<file path="config.mk">
export PLATFORM = sky130hd
export DESIGN_NAME = pixel_pattern_hash_key_unit_flat
export DESIGN_NICKNAME = d
export VERILOG_FILES = /design/src/rtl/pphk_pkg.sv /design/src/rtl/pphk_in_if.sv /design/src/rtl/pphk_out_if.sv /design/src/rtl/pphk_ctrl.sv /design/src/rtl/pphk_datapath.sv /design/src/rtl/pixel_pattern_hash_key_unit.sv /design/src/flat_wrapper.sv
export SDC_FILE = /design/constraint.sdc
export NUM_CORES = 1
export LEC_CHECK = 0
export BUFFER_PORTS_ARGS = -buffer_cell sky130_fd_sc_hd__buf_2
export CAP_MARGIN = 20
export CELL_PAD_IN_SITES_DETAIL_PLACEMENT = 0
export CELL_PAD_IN_SITES_GLOBAL_PLACEMENT = 2
export CORE_MARGIN = 1.5
export CORE_UTILIZATION = 40
export CTS_BUF_LIST = sky130_fd_sc_hd__clkbuf_4 sky130_fd_sc_hd__clkbuf_8
export DETAILED_ROUTE_END_ITERATION = 7
export PLACE_DENSITY_LB_ADDON = 0.1
export SLEW_MARGIN = 20
export SYNTH_ARGS = -nofsm -noshare
export SYNTH_HDL_FRONTEND = slang
export SYNTH_HIERARCHICAL = 1
export SYNTH_SLANG_ARGS = --single-unit
</file>
<file path="constraint.sdc">
create_clock -name clk -period 18.05 [get_ports clk]
set_input_delay 1.805 -clock clk [delete_from_list [all_inputs] [get_ports clk]]
set_output_delay 1.805 -clock clk [all_outputs]
set_load 0.02 [all_outputs]
</file>
<file path="src/rtl/pphk_pkg.sv">
// ----------------------------------------------------------------------------
// pphk_pkg
// Shared constants, types and helpers for the pixel pattern hash key unit.
// ----------------------------------------------------------------------------
package pphk_pkg;

  // Largest pattern length that the unit counts to
  localparam int unsigned MAX_BYTES = 8192;
  localparam int unsigned LEN_W     = $clog2(MAX_BYTES + 1);

  // Fixed field widths of the channels
  localparam int unsigned DATA_W    = 8;
  localparam int unsigned PLEN_W    = 14;
  localparam int unsigned KEY_W     = 64;

  // Hash constants
  localparam logic [31:0] HASH_M    = 32'h5bd1e995;
  localparam logic [31:0] SEED_XOR  = 32'hdeadbeef;
  localparam int unsigned HASH_R    = 24;
  localparam int unsigned FIN_R1    = 13;
  localparam int unsigned FIN_R2    = 15;

  // Datapath operations, issued by the controller one per cycle (OP_NONE while it waits)
  typedef enum logic [2:0] {
    OP_NONE,
    OP_ACCEPT,
    OP_MIX_K1,
    OP_MIX_K2,
    OP_MIX_H,
    OP_FIN_TAIL,
    OP_FIN_MIX,
    OP_LOAD_OUT
  } op_t;

  typedef struct packed {
    op_t op;
  } dp_cmd_t;

  typedef struct packed {
    logic lane3;     // accepted byte completes a word
    logic last;      // accepted byte ends the pattern
    logic last_r;    // byte taken earlier ended the pattern
    logic out_free;  // output register can take a key this cycle
  } dp_status_t;

  // Clamp the raw length into 1..MAX_BYTES
  function automatic logic [LEN_W-1:0] sat_len(input logic [PLEN_W-1:0] raw);
    logic [31:0] wide;
    wide = 32'(raw);
    if (wide == 32'd0) begin
      wide = 32'd1;
    end
    if (wide > 32'(MAX_BYTES)) begin
      wide = 32'(MAX_BYTES);
    end
    return wide[LEN_W-1:0];
  endfunction

endpackage

</file>
<file path="src/rtl/pphk_in_if.sv">
// ----------------------------------------------------------------------------
// pphk_in_if
// Byte channel into the hash key unit: valid/ready with byte and length.
// ----------------------------------------------------------------------------
interface pphk_in_if import pphk_pkg::*; ();
  logic              valid;
  logic              ready;
  logic [DATA_W-1:0] data_byte;
  logic [PLEN_W-1:0] pattern_length;

  modport source (output valid, output data_byte, output pattern_length, input ready);
  modport sink   (input valid, input data_byte, input pattern_length, output ready);
endinterface

</file>
<file path="src/rtl/pphk_out_if.sv">
// ----------------------------------------------------------------------------
// pphk_out_if
// Key channel out of the hash key unit: valid/ready with key and error flag.
// ----------------------------------------------------------------------------
interface pphk_out_if import pphk_pkg::*; ();
  logic             valid;
  logic             ready;
  logic [KEY_W-1:0] topology_key;
  logic             no_pixels_error;

  modport source (output valid, output topology_key, output no_pixels_error, input ready);
  modport sink   (input valid, input topology_key, input no_pixels_error, output ready);
endinterface

</file>
<file path="src/rtl/pphk_ctrl.sv">
// ----------------------------------------------------------------------------
// pphk_ctrl
// Sequencer: takes bytes, then steps the shared multiplier through the word
// mix and the final mix, and hands the key to the output register.
// ----------------------------------------------------------------------------
module pphk_ctrl import pphk_pkg::*; (
  input  logic       clk,
  input  logic       rst_n,
  input  logic       in_valid,
  output logic       in_ready,
  input  dp_status_t status,
  output dp_cmd_t    cmd
);

  typedef enum logic [2:0] {
    S_IDLE,
    S_K1,
    S_K2,
    S_H,
    S_TAIL,
    S_FMIX,
    S_LOAD
  } state_t;

  state_t state_r;
  state_t state_nxt;

  // Take a byte only between operations and never under reset
  assign in_ready = rst_n && (state_r == S_IDLE);

  // Decode state into the datapath operation and the next state
  always_comb begin
    state_nxt = state_r;
    cmd.op    = OP_NONE;
    unique case (state_r)
      S_IDLE: begin
        if (in_valid && in_ready) begin
          cmd.op = OP_ACCEPT;
          if (status.lane3) begin
            state_nxt = S_K1;
          end else if (status.last) begin
            state_nxt = S_TAIL;
          end
        end
      end
      S_K1: begin
        cmd.op    = OP_MIX_K1;
        state_nxt = S_K2;
      end
      S_K2: begin
        cmd.op    = OP_MIX_K2;
        state_nxt = S_H;
      end
      S_H: begin
        cmd.op    = OP_MIX_H;
        state_nxt = status.last_r ? S_FMIX : S_IDLE;
      end
      S_TAIL: begin
        cmd.op    = OP_FIN_TAIL;
        state_nxt = S_FMIX;
      end
      S_FMIX: begin
        cmd.op    = OP_FIN_MIX;
        state_nxt = S_LOAD;
      end
      S_LOAD: begin
        if (status.out_free) begin
          cmd.op    = OP_LOAD_OUT;
          state_nxt = S_IDLE;
        end
      end
      default: begin
        state_nxt = S_IDLE;
      end
    endcase
  end

  // Hold state
  always_ff @(posedge clk) begin
    if (!rst_n) begin
      state_r <= S_IDLE;
    end else begin
      state_r <= state_nxt;
    end
  end

endmodule

</file>
<file path="src/rtl/pphk_datapath.sv">
// ----------------------------------------------------------------------------
// pphk_datapath
// Hash state, byte packing, bitmap prefix, one shared multiply-by-M unit and
// the output register.
// ----------------------------------------------------------------------------
module pphk_datapath import pphk_pkg::*; (
  input  logic              clk,
  input  logic              rst_n,
  input  dp_cmd_t           cmd,
  output dp_status_t        status,
  input  logic [DATA_W-1:0] data_byte,
  input  logic [PLEN_W-1:0] pattern_length,
  output logic              out_valid,
  input  logic              out_ready,
  output logic [KEY_W-1:0]  topology_key,
  output logic              no_pixels_error
);

  logic [31:0]      hash_r,   hash_nxt;
  logic [23:0]      word_r,   word_nxt;
  logic [31:0]      k_r,      k_nxt;
  logic [LEN_W-1:0] cnt_r,    cnt_nxt;
  logic [LEN_W-1:0] len_r,    len_nxt;
  logic [31:0]      prefix_r, prefix_nxt;
  logic             last_r,   last_nxt;
  logic             oval_r,   oval_nxt;
  logic [KEY_W-1:0] key_r,    key_nxt;
  logic             err_r,    err_nxt;

  logic             first;
  logic [LEN_W-1:0] len_eff;
  logic [LEN_W-1:0] cnt_inc;
  logic [1:0]       lane;
  logic [23:0]      word_base;
  logic [31:0]      prefix_base;
  logic [31:0]      mul_a;
  logic [31:0]      product;
  logic [31:0]      k_sh;
  logic [31:0]      h_fin;

  // Decode the incoming byte's place in the pattern
  assign first   = (cnt_r == '0);
  assign len_eff = first ? sat_len(pattern_length) : len_r;
  assign cnt_inc = cnt_r + LEN_W'(1);
  assign lane    = cnt_r[1:0];

  assign status.lane3    = (lane == 2'd3);
  assign status.last     = (cnt_inc >= len_eff);
  assign status.last_r   = last_r;
  assign status.out_free = !oval_r || out_ready;

  // Select the multiplier operand; every product is by the constant M
  always_comb begin
    case (cmd.op)
      OP_MIX_K1,
      OP_MIX_K2:   mul_a = k_r;
      OP_MIX_H:    mul_a = hash_r;
      OP_FIN_TAIL: mul_a = hash_r ^ {8'd0, word_r};
      OP_FIN_MIX:  mul_a = hash_r ^ (hash_r >> FIN_R1);
      default:     mul_a = hash_r;
    endcase
  end

  assign product = mul_a * HASH_M;
  assign k_sh    = product ^ (product >> HASH_R);
  assign h_fin   = hash_r ^ (hash_r >> FIN_R2);

  // Start from a clean word and prefix on the first byte
  assign word_base   = first ? 24'd0 : word_r;
  assign prefix_base = first ? 32'd0 : prefix_r;

  // Advance the hash state for the current operation
  always_comb begin
    hash_nxt   = hash_r;
    word_nxt   = word_r;
    k_nxt      = k_r;
    cnt_nxt    = cnt_r;
    len_nxt    = len_r;
    prefix_nxt = prefix_r;
    last_nxt   = last_r;
    key_nxt    = key_r;
    err_nxt    = err_r;
    oval_nxt   = out_ready ? 1'b0 : oval_r;

    case (cmd.op)
      OP_ACCEPT: begin
        if (first) begin
          len_nxt  = len_eff;
          hash_nxt = 32'(len_eff) ^ SEED_XOR;
        end
        // Capture the first four bitmap bytes, big-endian
        prefix_nxt = prefix_base;
        if (cnt_r == LEN_W'(2)) begin
          prefix_nxt[31:24] = data_byte;
        end else if (cnt_r == LEN_W'(3)) begin
          prefix_nxt[23:16] = data_byte;
        end else if (cnt_r == LEN_W'(4)) begin
          prefix_nxt[15:8] = data_byte;
        end else if (cnt_r == LEN_W'(5)) begin
          prefix_nxt[7:0] = data_byte;
        end
        // Pack bytes little-endian; the fourth byte completes a word
        word_nxt = word_base;
        case (lane)
          2'd0: word_nxt[7:0]   = data_byte;
          2'd1: word_nxt[15:8]  = data_byte;
          2'd2: word_nxt[23:16] = data_byte;
          default: begin
            k_nxt    = {data_byte, word_base};
            word_nxt = 24'd0;
          end
        endcase
        cnt_nxt  = cnt_inc;
        last_nxt = status.last;
      end
      OP_MIX_K1:   k_nxt    = k_sh;
      OP_MIX_K2:   k_nxt    = product;
      OP_MIX_H:    hash_nxt = product ^ k_r;
      OP_FIN_TAIL: hash_nxt = product;
      OP_FIN_MIX:  hash_nxt = product;
      OP_LOAD_OUT: begin
        if (len_r < LEN_W'(3)) begin
          key_nxt = '0;
          err_nxt = 1'b1;
        end else begin
          key_nxt = {h_fin, prefix_r};
          err_nxt = 1'b0;
        end
        oval_nxt = 1'b1;
        cnt_nxt  = '0;
        last_nxt = 1'b0;
      end
      default: begin
      end
    endcase
  end

  // Hold control state under reset; payload needs none
  always_ff @(posedge clk) begin
    if (!rst_n) begin
      cnt_r  <= '0;
      last_r <= 1'b0;
      oval_r <= 1'b0;
    end else begin
      cnt_r  <= cnt_nxt;
      last_r <= last_nxt;
      oval_r <= oval_nxt;
    end
  end

  always_ff @(posedge clk) begin
    hash_r   <= hash_nxt;
    word_r   <= word_nxt;
    k_r      <= k_nxt;
    len_r    <= len_nxt;
    prefix_r <= prefix_nxt;
    key_r    <= key_nxt;
    err_r    <= err_nxt;
  end

  assign out_valid       = oval_r;
  assign topology_key    = key_r;
  assign no_pixels_error = err_r;

endmodule

</file>
<file path="src/rtl/pixel_pattern_hash_key_unit.sv">
// ----------------------------------------------------------------------------
// pixel_pattern_hash_key_unit
// Hashes a cluster pattern byte by byte and emits a 64-bit topology key.
// ----------------------------------------------------------------------------
//  channel | direction | payload                          | handshake
//  in_ch   | in        | data_byte[7:0], pattern_length   | valid/ready
//  out_ch  | out       | topology_key[63:0], no_pixels_err| valid/ready
//
//  The fourth byte of each word starts the word mix, which the single
//  multiply-by-M unit runs in three passes before the next byte is taken.
//  The last byte adds the final mix: one or two multiplier passes, then
//  the load of the output register.
//  A key waiting in the output register does not block the next pattern;
//  only a second finished key waits for it to drain.
//  Reset is synchronous, active low, and leaves the unit idle.
// ----------------------------------------------------------------------------
module pixel_pattern_hash_key_unit import pphk_pkg::*; (
  input  logic       clk,
  input  logic       rst_n,
  pphk_in_if.sink    in_ch,
  pphk_out_if.source out_ch
);

  dp_cmd_t    cmd;
  dp_status_t status;

  // Sequence operations
  pphk_ctrl u_ctrl (
    .clk      (clk),
    .rst_n    (rst_n),
    .in_valid (in_ch.valid),
    .in_ready (in_ch.ready),
    .status   (status),
    .cmd      (cmd)
  );

  // Hash state and output register
  pphk_datapath u_datapath (
    .clk             (clk),
    .rst_n           (rst_n),
    .cmd             (cmd),
    .status          (status),
    .data_byte       (in_ch.data_byte),
    .pattern_length  (in_ch.pattern_length),
    .out_valid       (out_ch.valid),
    .out_ready       (out_ch.ready),
    .topology_key    (out_ch.topology_key),
    .no_pixels_error (out_ch.no_pixels_error)
  );

endmodule

</file>
<file path="src/flat_wrapper.sv">
// flat-port wrapper written by rule: the top's interface ports become plain ports
module pixel_pattern_hash_key_unit_flat import pphk_pkg::*;
  (clk, rst_n, in_ch_valid, in_ch_data_byte, in_ch_pattern_length, in_ch_ready, out_ch_valid, out_ch_topology_key, out_ch_no_pixels_error, out_ch_ready);
  pphk_in_if in_ch_i ();
  pphk_out_if out_ch_i ();
  input  logic clk;
  input  logic rst_n;
  input wire logic [$bits(in_ch_i.valid)-1:0] in_ch_valid;
  input wire logic [$bits(in_ch_i.data_byte)-1:0] in_ch_data_byte;
  input wire logic [$bits(in_ch_i.pattern_length)-1:0] in_ch_pattern_length;
  output wire logic [$bits(in_ch_i.ready)-1:0] in_ch_ready;
  output wire logic [$bits(out_ch_i.valid)-1:0] out_ch_valid;
  output wire logic [$bits(out_ch_i.topology_key)-1:0] out_ch_topology_key;
  output wire logic [$bits(out_ch_i.no_pixels_error)-1:0] out_ch_no_pixels_error;
  input wire logic [$bits(out_ch_i.ready)-1:0] out_ch_ready;
  assign in_ch_i.valid = in_ch_valid;
  assign in_ch_i.data_byte = in_ch_data_byte;
  assign in_ch_i.pattern_length = in_ch_pattern_length;
  assign in_ch_ready = in_ch_i.ready;
  assign out_ch_valid = out_ch_i.valid;
  assign out_ch_topology_key = out_ch_i.topology_key;
  assign out_ch_no_pixels_error = out_ch_i.no_pixels_error;
  assign out_ch_i.ready = out_ch_ready;
  pixel_pattern_hash_key_unit u_core (.clk(clk), .rst_n(rst_n), .in_ch(in_ch_i), .out_ch(out_ch_i));
endmodule
</file>
# Yosys cells after proc, flatten, opt, wreduce, memory -nomap -nowiden
# Cells that the tools add are included.
[totals] reg_bits=218 latch_bits=0 mem_bits_rw=0 rom_bits=0 inputBits=26 out_inout_bits=67 elab_cells=106 mem_count=0
[classes] addsub=1 mul=1 div_mod_pow=0 order_cmp=3 n_eq_ne=25 shift=0 muxes=34 bitwise_logic=6 reduce_logical=24
[op_table] op="$pmux W32 S3" count=3
[op_table] op="$mux W32" count=3
[op_table] op="$mux W24" count=2
[op_table] op="$pmux W8 S2" count=3
[op_table] op="$mux W14" count=3
[op_table] op="$pmux W3 S7" count=2
[op_table] op="$mux W8" count=5
[op_table] op="$gt A32 B14 Y1 const B" count=1
[op_table] op="$mul A32 B31 Y32 const B" count=1
[op_table] op="$xor A32 B17 Y32" count=1
[op_table] op="$xor A32 B19 Y32" count=1
[op_table] op="$xor A32 B24 Y32" count=1
[op_table] op="$xor A32 B32 Y32" count=1
[op_table] op="$xor A32 B8 Y32" count=1
[op_table] op="$eq A14 B2 Y1 const B" count=2
[op_table] op="$eq A14 B3 Y1 const B" count=2
[op_table] op="$logic_not A14 Y1" count=2
[op_table] op="$pmux W14 S2" count=1
[op_table] op="$not A12 Y24" count=1
[op_table] op="$eq A3 B3 Y1 const B" count=7
[op_table] op="$mux W3" count=6
[op_table] op="$mux W16" count=1
[op_table] op="$add A14 B1 Y14 const B" count=1
[op_table] op="$ge A14 B14 Y1" count=1
[op_table] op="21 further kinds" count=42

# Longest topological paths before layout
# Gate-level depths: netlist of the first run.
[depth] ltp_word=11 mapped_depth=37

# Hierarchy
# The synthesis of the first run kept the hierarchy.
[modules_own_cells] mod="pphk_datapath" n_inst=1 cells_per_inst=2018 area_per_inst_um2=20299.5 seq_area_each_um2=6296.0
[modules_own_cells] mod="pphk_ctrl" n_inst=1 cells_per_inst=31 area_per_inst_um2=275.3 seq_area_each_um2=60.1

# Worst setup path after synthesis of the first run
# Ideal clock, no wire load.
[synth_path] path_type="in2reg" from="input port out_ch_ready" to="register u_core.u_datapath.k_r[6] (data pin)" arrival_ns=10.618 path_slack_ns=7.297 cell_stages=34 path_buffers=2 cell_sequence="nand2b_1 > and2b_1 > a211oi_1 > and3b_1 > buf_4 > clkbuf_1 > a22oi_1 > a221oi_1 > inv_1 > ha_1 > ha_1 > fa_1 > inv_1 > fa_1 > inv_1 > fa_1 > inv_1 > fa_1 > inv_1 > fa_1 > inv_1 > fa_1 > inv_1 > ha_1 > and2_1 > nand2_1 > nand2_1 > a21o_1 > a221o_1 > a41oi_1 > o21ai_1 > o21ai_1 > mux4_2 > nand3_1"
[synth_lines] item="from (decl)" line="flat_wrapper.sv:15" text="input wire logic [$bits(out_ch_i.ready)-1:0] out_ch_ready;"
[synth_lines] item="to (signal assigned)" line="pphk_datapath.sv:154" text="k_r <= k_nxt;"
[synth_lines] item="to (decl)" line="pphk_datapath.sv:21" text="logic [31:0] k_r, k_nxt;"

==> metrics, run 1 <==
status complete, no violations; layout cells sized above 1 0.0995; Antenna diodes 0; Critical Path Stages 37; Clock Skew 0.0289 ns; CP arrival 12.08 ns; met2 WL 28500 um; initial DRC count 1101; Hold Path Sink u_core/u_datapath/topology_key[27]; Reg2Reg Launch Point u_core/u_ctrl/state_r[1]; post-synthesis net count 2487; htree depth 2; relative slew slack 0.339; internal reg-to-reg setup slack 7.44 ns; Root Buffer clkbuf_8; Seq cells post-synth 218; clock slew at reported path FFs 0.07 ns; Slew Viols, Final 0; crit-path most repeated cell inv_1; Final period util 0.645; setup slack after placement 5.95 ns; GP Congestion 0.900; DIE HEIGHT 230 um; post-CTS sizing 0; Routed met3 length 4610 um; Hold-fix buffers, CTS 0; WS Path Type input pin to flop; GRT Overall Usage 0.250; Post-Syn Instances 2049; total CTS buffers 37; final setup fails 0; CTS tree done; leading area contributor after synthesis edfxtp_1; Hold Crit Class flop to flop; TNS Setup 0 ns; worst skew pair latency 0.56 ns; fmax 85.8 MHz; most frequent cell after synthesis inv_1; layout net count 2564; Final ANT Viol Nets 0; grt ovf 0; RSZ-0062 raised after global routing no; Synth async-reset ratio 0; delay-heaviest family, CP adder cells; die width 230 um; top-area cell type share of the netlist area 0.290; vias in the first global route 15500; Seq/Total Area, Yosys 0.309; total clock sinks 218; Ys Warns 6; most used flip-flop cell after synthesis edfxtp_1; WL met1 30400 um; RR Endpoint u_core/u_datapath/k_r[6]; hold depth 1; vias per cell 5.41; I/O Buffers 92; Buf/Inv on CP 11; Top Metal Used met4; deepest clock path buffer count 3; max incr delay on CP 0.75 ns; largest net degree at the start of global routing 72; Core Rows 82; Worst Path Required 18.48 ns; setup bufs post-CTS 0; Min Hold Slack 0.513 ns; synth top area cells edfxtp_1, fa_1, ha_1; Pre-Repair DR Iteration Count 6; Post-Route WL 64800 um; first-pass GRT wire length 98500 um; core area 50500 um2; post-DP HPWL 49100 um; Layout area overhead 9.64%; Final Hold Vio Count 0; Post-Layout Inst Area 22600 um2; DR vias 15300; syn_area_per_cell 10.0 um2; Critical Path Start Type input pin; Max Cap Viol 0; PnR worst setup slack 6.40 ns; Placed Area 21800 um2; Unique masters post-synth 78; drt drc 0; worst slew pin tran 0.985 ns; CP max stage cell a221o_1; CP Capture Type flop; Post-synth EDFFs 199; Ports 93; mapped cell area 20600 um2; Min Clock Period, post-route 11.65 ns; initial antenna violation count 0; worst reg-to-reg path cell count 35; Hold Startpoint u_core/u_datapath/prefix_r[27]; critical path fanouts, max 44; initial core utilization 0.408; Die ar. 52800 um2; Avg WL per Cell 23.0 um; Synth top cells by count inv_1, ha_1, edfxtp_1
==> worst reg2reg max path: cells and delay by family (launching register included) <==
family | cells | cell delay, ns
adders and majority gates | 9 | 3.81
and+or+nand+nor | 6 | 1.22
AOI/OAI and AO/OA | 9 | 2.95
buffers and inverters | 10 | 1.42
muxes | 1 | 0.53
DFF | 1 | 0.58
==> final cells by class <==
cell class | count | area (um2)
Clock buffer | 48 | 604
Clock inverter | 16 | 136
Fill cell | 4980 | 27900
Inverter | 408 | 1530
Multi-Input combinational cell | 1334 | 12400
Sequential cell | 218 | 6360
Tap cell | 672 | 841
Timing Repair Buffer | 127 | 723
==> layer usage <==
layer,vias to the layer above,track usage
li1,7092,-
met1,7570,0.365
met2,518,0.383
met3,79,0.0490
met4,0,0.0562
met5,-,0
==> through the flow <==
step	instances	utilization
final	2823	0.447
after global routing	2823	0.447
after CTS	2823	0.447
after detailed placement	2759	0.432
after global placement	2759	0.432
after floorplan	2049	-
==> cell families after synthesis <==
| group | share of synthesized area |
|---|---|
| adder cells (fa/ha/maj) | 0.316 |
| XOR/XNOR | 0.0441 |
| AO/OA/AOI/OAI | 0.127 |
| buffers and inverters | 0.0930 |
| AND/OR/NAND/NOR | 0.102 |
| flip-flops | 0.309 |
| multiplexers | 0.00845 |
==> state kept, by name, indices dropped and copies added, names as in the netlist <==
name	flops
u_core/u_datapath/prefix_r	32
u_core/u_datapath/no_pixels_error	1
u_core/u_ctrl/state_r	3
u_core/u_datapath/cnt_r	14
u_core/u_datapath/out_valid	1
u_core/u_datapath/len_r	14
u_core/u_datapath/last_r	1
u_core/u_datapath/hash_r	32
u_core/u_datapath/k_r	32
u_core/u_datapath/word_r	24
u_core/u_datapath/topology_key	64
==> worst max path at each step <==
stage,start,endpoint,slack (ns)
after CTS,out_ch_ready,u_core/u_datapath/k_r[6],6.53
after global placement,out_ch_ready,u_core/u_datapath/k_r[6],6.10
after global routing,out_ch_ready,u_core/u_datapath/k_r[6],5.77
after floorplan,out_ch_ready,u_core/u_datapath/k_r[6],7.30
final,out_ch_ready,u_core/u_datapath/k_r[6],6.40
after detailed placement,out_ch_ready,u_core/u_datapath/k_r[6],5.95
==> cells in the final DEF (no fill, tap or decap), types with 13 or more instances in the layout <==
master	netlist	layout
a21o_1	19	19
a21oi_1	49	48
a221o_1	15	15
a22o_1	17	17
a22oi_1	59	59
a32oi_1	13	13
and2_1	49	49
and3_1	19	19
buf_2	5	92
buf_4	5	35
clkbuf_8	0	39
dfxtp_1	19	19
edfxtp_1	199	199
fa_1	179	179
ha_1	233	233
inv_1	405	403
mux2i_1	14	14
nand2_1	96	95
nand3_1	42	42
nor2_1	99	97
nor2b_1	21	20
nor3_1	29	28
o21a_1	19	19
o21ai_0	110	105
xnor2_1	67	67
xor2_1	29	29
Power of run 1 is not shown: default switching activity piles up to over one toggle a cycle in this logic, so the estimate is an artifact.
==> run 2: changes to the inputs <==
Settings changed: CORE_UTILIZATION 40 to 39.
Clock period 18.05 ns to 10 ns, I/O delays scaled along.
==> metrics, run 2 (synthesis results as in run 1) <==
Avg WL per Cell 23.2 um (+0.90%); Final ANT Viol Nets 0 (unchanged); flip-flop count of the largest register after layout 64 (unchanged); DR vias 15500 (+1.4%); Antenna diodes 0 (unchanged); WS Path Type input pin to flop; initial core utilization 0.398 (-0.00976); Critical path origin out_ch_ready; CP Capture Type flop; vias per cell 5.37 (-0.57%); CP arrival 10.01 ns (-2.07 ns); drt drc 0 (unchanged); largest net degree at the start of global routing 72 (unchanged); Post-Route WL 66700 um (+2.9%); DIE HEIGHT 233 um (+1.3%); worst slew pin tran 0.959 ns (-0.0260 ns); final instance count without filler cells 2878 (+1.9%); Slew Viols, Final 0 (unchanged); Min Hold Slack 0.516 ns (+0.00377 ns); total CTS buffers 37 (unchanged); final setup fails 0 (unchanged); vias in the first global route 15700 (+1.5%); hold depth 1 (unchanged); die width 233 um (+1.3%); Die ar. 54100 um2 (+2.5%); htree depth 2 (unchanged); status complete, no violations; Pre-Repair DR Iteration Count 6 (unchanged); fill cell count 5040 (+1.2%); max incr delay on CP 0.58 ns (-0.17 ns); Final Hold Vio Count 0 (unchanged); Worst Path Required 10.45 ns (-8.03 ns); fmax 105 MHz; placed cell count 2812 (+1.9%); I/O Buffers 92 (unchanged); GRT Overall Usage 0.251 (+0.000753); Root Buffer clkbuf_8; critical path fanouts, max 8 (-82%); Hold Startpoint u_core/u_datapath/prefix_r[24]; commonest non-fill, non-tap cell in the layout inv_1; post-DP HPWL 52000 um (+5.9%); RSZ-0062 raised after global routing no; CTS tree done; core area 51700 um2 (+2.5%); grt ovf 0 (unchanged); layout net count 2610 (+1.8%); Ports 93 (unchanged); deepest clock path buffer count 3 (unchanged); commonest non-fill, non-tap cells in the layout inv_1, ha_1, edfxtp_1; Hold Crit Class flop to flop; relative slew slack 0.359 (+0.0198); CP max stage cell fa_1; Final period util 0.956; Layout area overhead 11.2%; Min Clock Period, post-route 9.56 ns; layout cells sized above 1 0.117 (+0.0179); first-pass GRT wire length 100000 um (+1.5%); Critical Path Start Type input pin; initial DRC count 1233 (+12%); RR Endpoint u_core/u_datapath/k_r[6]; total clock sinks 218 (unchanged); Hold Path Sink u_core/u_datapath/topology_key[24]; Clock Skew 0.0484 ns (+0.0195 ns); clock slew at reported path FFs 0.06 ns (about the same); initial antenna violation count 0 (unchanged); Max Cap Viol 0 (unchanged); worst skew pair latency 0.58 ns (+0.02 ns); Core Rows 83 (+1.2%); worst reg-to-reg path cell count 30 (-14%); GP Congestion 0.875 (-2.8%); internal reg-to-reg setup slack 0.55 ns (-6.89 ns); Reg2Reg Launch Point u_core/u_ctrl/state_r[1]
==> run 2: cell type report <==
class | instances | area [um2] | area share
Clock buffer | 50 | 607 | 0.0265
Clock inverter | 15 | 77.6 | 0.00339
Inverter | 408 | 1530 | 0.0670
Multi-Input combinational cell | 1334 | 12400 | 0.540
Sequential cell | 218 | 6360 | 0.278
Tap cell | 680 | 851 | 0.0372
Timing Repair Buffer | 173 | 1090 | 0.0476
==> run 2: worst max path at each step <==
stage	to	slack [ns]	cells after the start
2_1_floorplan	u_core/u_datapath/k_r[6]	0.05	34
3_3_place_gp	u_core/u_datapath/k_r[6]	-0.18	33
3_5_place_dp	u_core/u_datapath/k_r[6]	-0.27	33
4_1_cts	u_core/u_datapath/k_r[6]	0.35	33
5_1_grt	u_core/u_datapath/k_r[6]	0.0009	33
6_report	u_core/u_datapath/k_r[6]	0.44	31
==> run 2: through the flow <==
stage	cell area [um2]	TNS (ns)	util	worst slack (ns)
2_1_floorplan	20600	0	-	0.0519
3_3_place_gp	22200	-0.998	0.429	-0.177
3_5_place_dp	22200	-2.06	0.429	-0.266
4_1_cts	22800	0	0.442	0.349
5_1_grt	22900	0	0.442	0.000886
6_report	22900	0	0.442	0.436
==> run 2: critical path: cells and delay by family <==
kind | cells | cell delay [ns]
buffers and inverters | 6 | 0.70
adder cells (fa/ha/maj) | 9 | 3.87
AND/OR/NAND/NOR | 7 | 1.37
multiplexers | 1 | 0.53
AO/OA/AOI/OAI | 8 | 2.52
==> run 2: repair_timing <==
item | CTS | global route
gates resized for setup | 0 | 1
setup buffers | 0 | 0
endpoints found under the setup margin | 0 | 6
hold buffers | 0 | 0
==> run 2: metal layers <==
layer / wire length (um) / share of wire / global-route usage
met1: 31800 / 0.48 / 0.369
met2: 28800 / 0.43 / 0.377
met3: 4300 / 0.064 / 0.0426
met4: 1750 / 0.026 / 0.0706
met5: 0 / 0 / 0
Power of run 2 is left out for the same reason.
==> run 3: changes to the inputs <==
--- a/config.mk
+++ b/config.mk
@@ -10,4 +10,5 @@
 export CELL_PAD_IN_SITES_DETAIL_PLACEMENT = 0
 export CELL_PAD_IN_SITES_GLOBAL_PLACEMENT = 2
+export CORE_ASPECT_RATIO = 0.75
 export CORE_MARGIN = 1.5
 export CORE_UTILIZATION = 39
==> constraint.sdc (replaced) <==
create_clock -name clk -period 10 [get_ports clk]
set_input_delay 1.5 -clock clk [delete_from_list [all_inputs] [get_ports clk]]
set_output_delay 1.5 -clock clk [all_outputs]
set_load 0.02 [all_outputs]
==> metrics, run 3 (synthesis results as in run 1) <==
Layout Utilization 0.454 (+0.0118); Max Cap Viol 0 (unchanged); initial DRC count 1518 (+23%); DIE HEIGHT 202 um (-13%); grt ovf 0 (unchanged); Min Clock Period, post-route 9.62 ns (+0.0601 ns); CP Capture Type flop; GP Congestion 0.933 (+6.7%); critical path fanouts, max 8 (unchanged); fill cell count 4963 (-1.5%); crit-path most repeated cell inv_1; Root Buffer clkbuf_8; Post-Route WL 68800 um (+3.1%); layout net count 2680 (+2.7%); CTS tree done; Die ar. 54200 um2 (about the same); commonest non-fill, non-tap cells in the layout inv_1, ha_1, edfxtp_1; drt drc 0 (unchanged); Pre-Repair DR Iteration Count 5 (-1); initial core utilization 0.397 (-0.000634); total CTS buffers 34 (-8.1%); Antenna diodes 0 (unchanged); largest net degree at the start of global routing 71 (-1.4%); layout cells sized above 1 0.148 (+0.0308); TNS Setup 0 ns (unchanged); fmax 104 MHz (-0.62%); Layout area overhead 14.3%; setup bufs post-CTS 0 (unchanged); relative slew slack 0.261 (-0.0976); flip-flop count of the largest register after layout 64 (unchanged); max incr delay on CP 0.54 ns (-0.04 ns); Final ANT Viol Nets 0 (unchanged); commonest non-fill, non-tap cell in the layout inv_1; RR Endpoint u_core/u_datapath/k_r[0]; Clock Skew 0.0372 ns (-0.0112 ns); RSZ-0062 raised after global routing no; clock slew at reported path FFs 0.08 ns (+0.02 ns); post-DP HPWL 54800 um (+5.3%); first-pass GRT wire length 103000 um (+2.6%); destination of the critical timing path u_core/u_datapath/k_r[0]; Multi-input gate area 12400 um2 (+0.31%); status complete, no violations; Critical Path Start Type input pin; Slew Viols, Final 0 (unchanged); Hold Crit Class flop to flop; Ports 93 (unchanged); I/O Buffers 92 (unchanged); Core Rows 72 (-13%); internal reg-to-reg setup slack 1.00 ns (+0.45 ns); htree depth 2 (unchanged); Final Hold Vio Count 0 (unchanged); GRT Overall Usage 0.258 (+0.00660); Final period util 0.962 (+0.00601); Register Area 6360 um2 (unchanged); total clock sinks 218 (unchanged); DR vias 15900 (+2.7%); post-CTS sizing 0 (unchanged); Worst Path Required 10.37 ns (-0.08 ns); vias per cell 5.35 (-0.50%); Min Hold Slack 0.521 ns (+0.00435 ns); die width 268 um (+15%); WS Path Type input pin to flop; Hold-fix buffers, CTS 0 (unchanged); final setup fails 0 (unchanged); Reg2Reg Launch Point u_core/u_ctrl/state_r[1]; CP arrival 9.99 ns (-0.02 ns); worst skew pair latency 0.57 ns (about the same); deepest clock path buffer count 3 (unchanged); CP max stage cell fa_1; vias in the first global route 15900 (+1.6%); core area 51800 um2 (+0.16%); Critical path origin out_ch_ready; Avg WL per Cell 23.2 um (about the same); initial antenna violation count 2 (+2); worst reg-to-reg path cell count 35 (+17%); worst slew pin tran 1.10 ns (+0.140 ns)
==> run 3: cell count changes in the layout (fill, tap and decap cells not counted), sizes merged <==
| cell | delta |
|---|---|
| buf | +73 |
| clkbuf | -6 |
| bufinv | +2 |
| clkinvlp | -2 |
| clkinv | +1 |
| inv | +1 |
==> run 3: worst min path at each step <==
stage / startpoint / end / slack, ns / depth (start not counted)
2_1_floorplan: u_core/u_datapath/prefix_r[24] / u_core/u_datapath/topology_key[24] / 0.50 / 1
3_3_place_gp: u_core/u_datapath/prefix_r[30] / u_core/u_datapath/topology_key[30] / 0.51 / 1
3_5_place_dp: u_core/u_datapath/prefix_r[27] / u_core/u_datapath/topology_key[27] / 0.51 / 1
4_1_cts: u_core/u_datapath/prefix_r[27] / u_core/u_datapath/topology_key[27] / 0.52 / 1
5_1_grt: u_core/u_datapath/prefix_r[29] / u_core/u_datapath/topology_key[29] / 0.53 / 1
6_report: u_core/u_datapath/prefix_r[25] / u_core/u_datapath/topology_key[25] / 0.52 / 1
==> run 3: worst max-delay path, delay by kind of cell <==
family / cells / cell delay [ns]
compound gates: 10 / 2.57
buf+inv: 12 / 1.16
fa+ha+maj: 8 / 3.69
simple gates: 7 / 1.06
==> run 3: final cells by class <==
cell class / count / area share
Clock buffer: 44 / 0.0234
Tap cell: 703 / 0.0374
Multi-Input combinational cell: 1334 / 0.527
Inverter: 408 / 0.0651
Clock inverter: 17 / 0.00617
Sequential cell: 218 / 0.270
Timing Repair Buffer: 246 / 0.0705
==> run 3: metal layers <==
layer  GRT usage  part of all wire  vias up
li1            -                 -     7316
met1       0.416              0.51     7893
met3      0.0636             0.089       62
met2       0.344              0.39      606
met5           0           0.00038        -
met4      0.0414             0.014        4
==> run 3: per-stage QoR <==
stage	std cells	instance area, um2	setup WS (ns)
after global routing	2970	23500	0.00159
after floorplan	2049	20600	0.0134
final	2970	23500	0.376
after global placement	2909	22800	-0.204
after CTS	2970	23500	0.257
after detailed placement	2909	22800	-0.313
Power of run 3 is left out for the same reason.
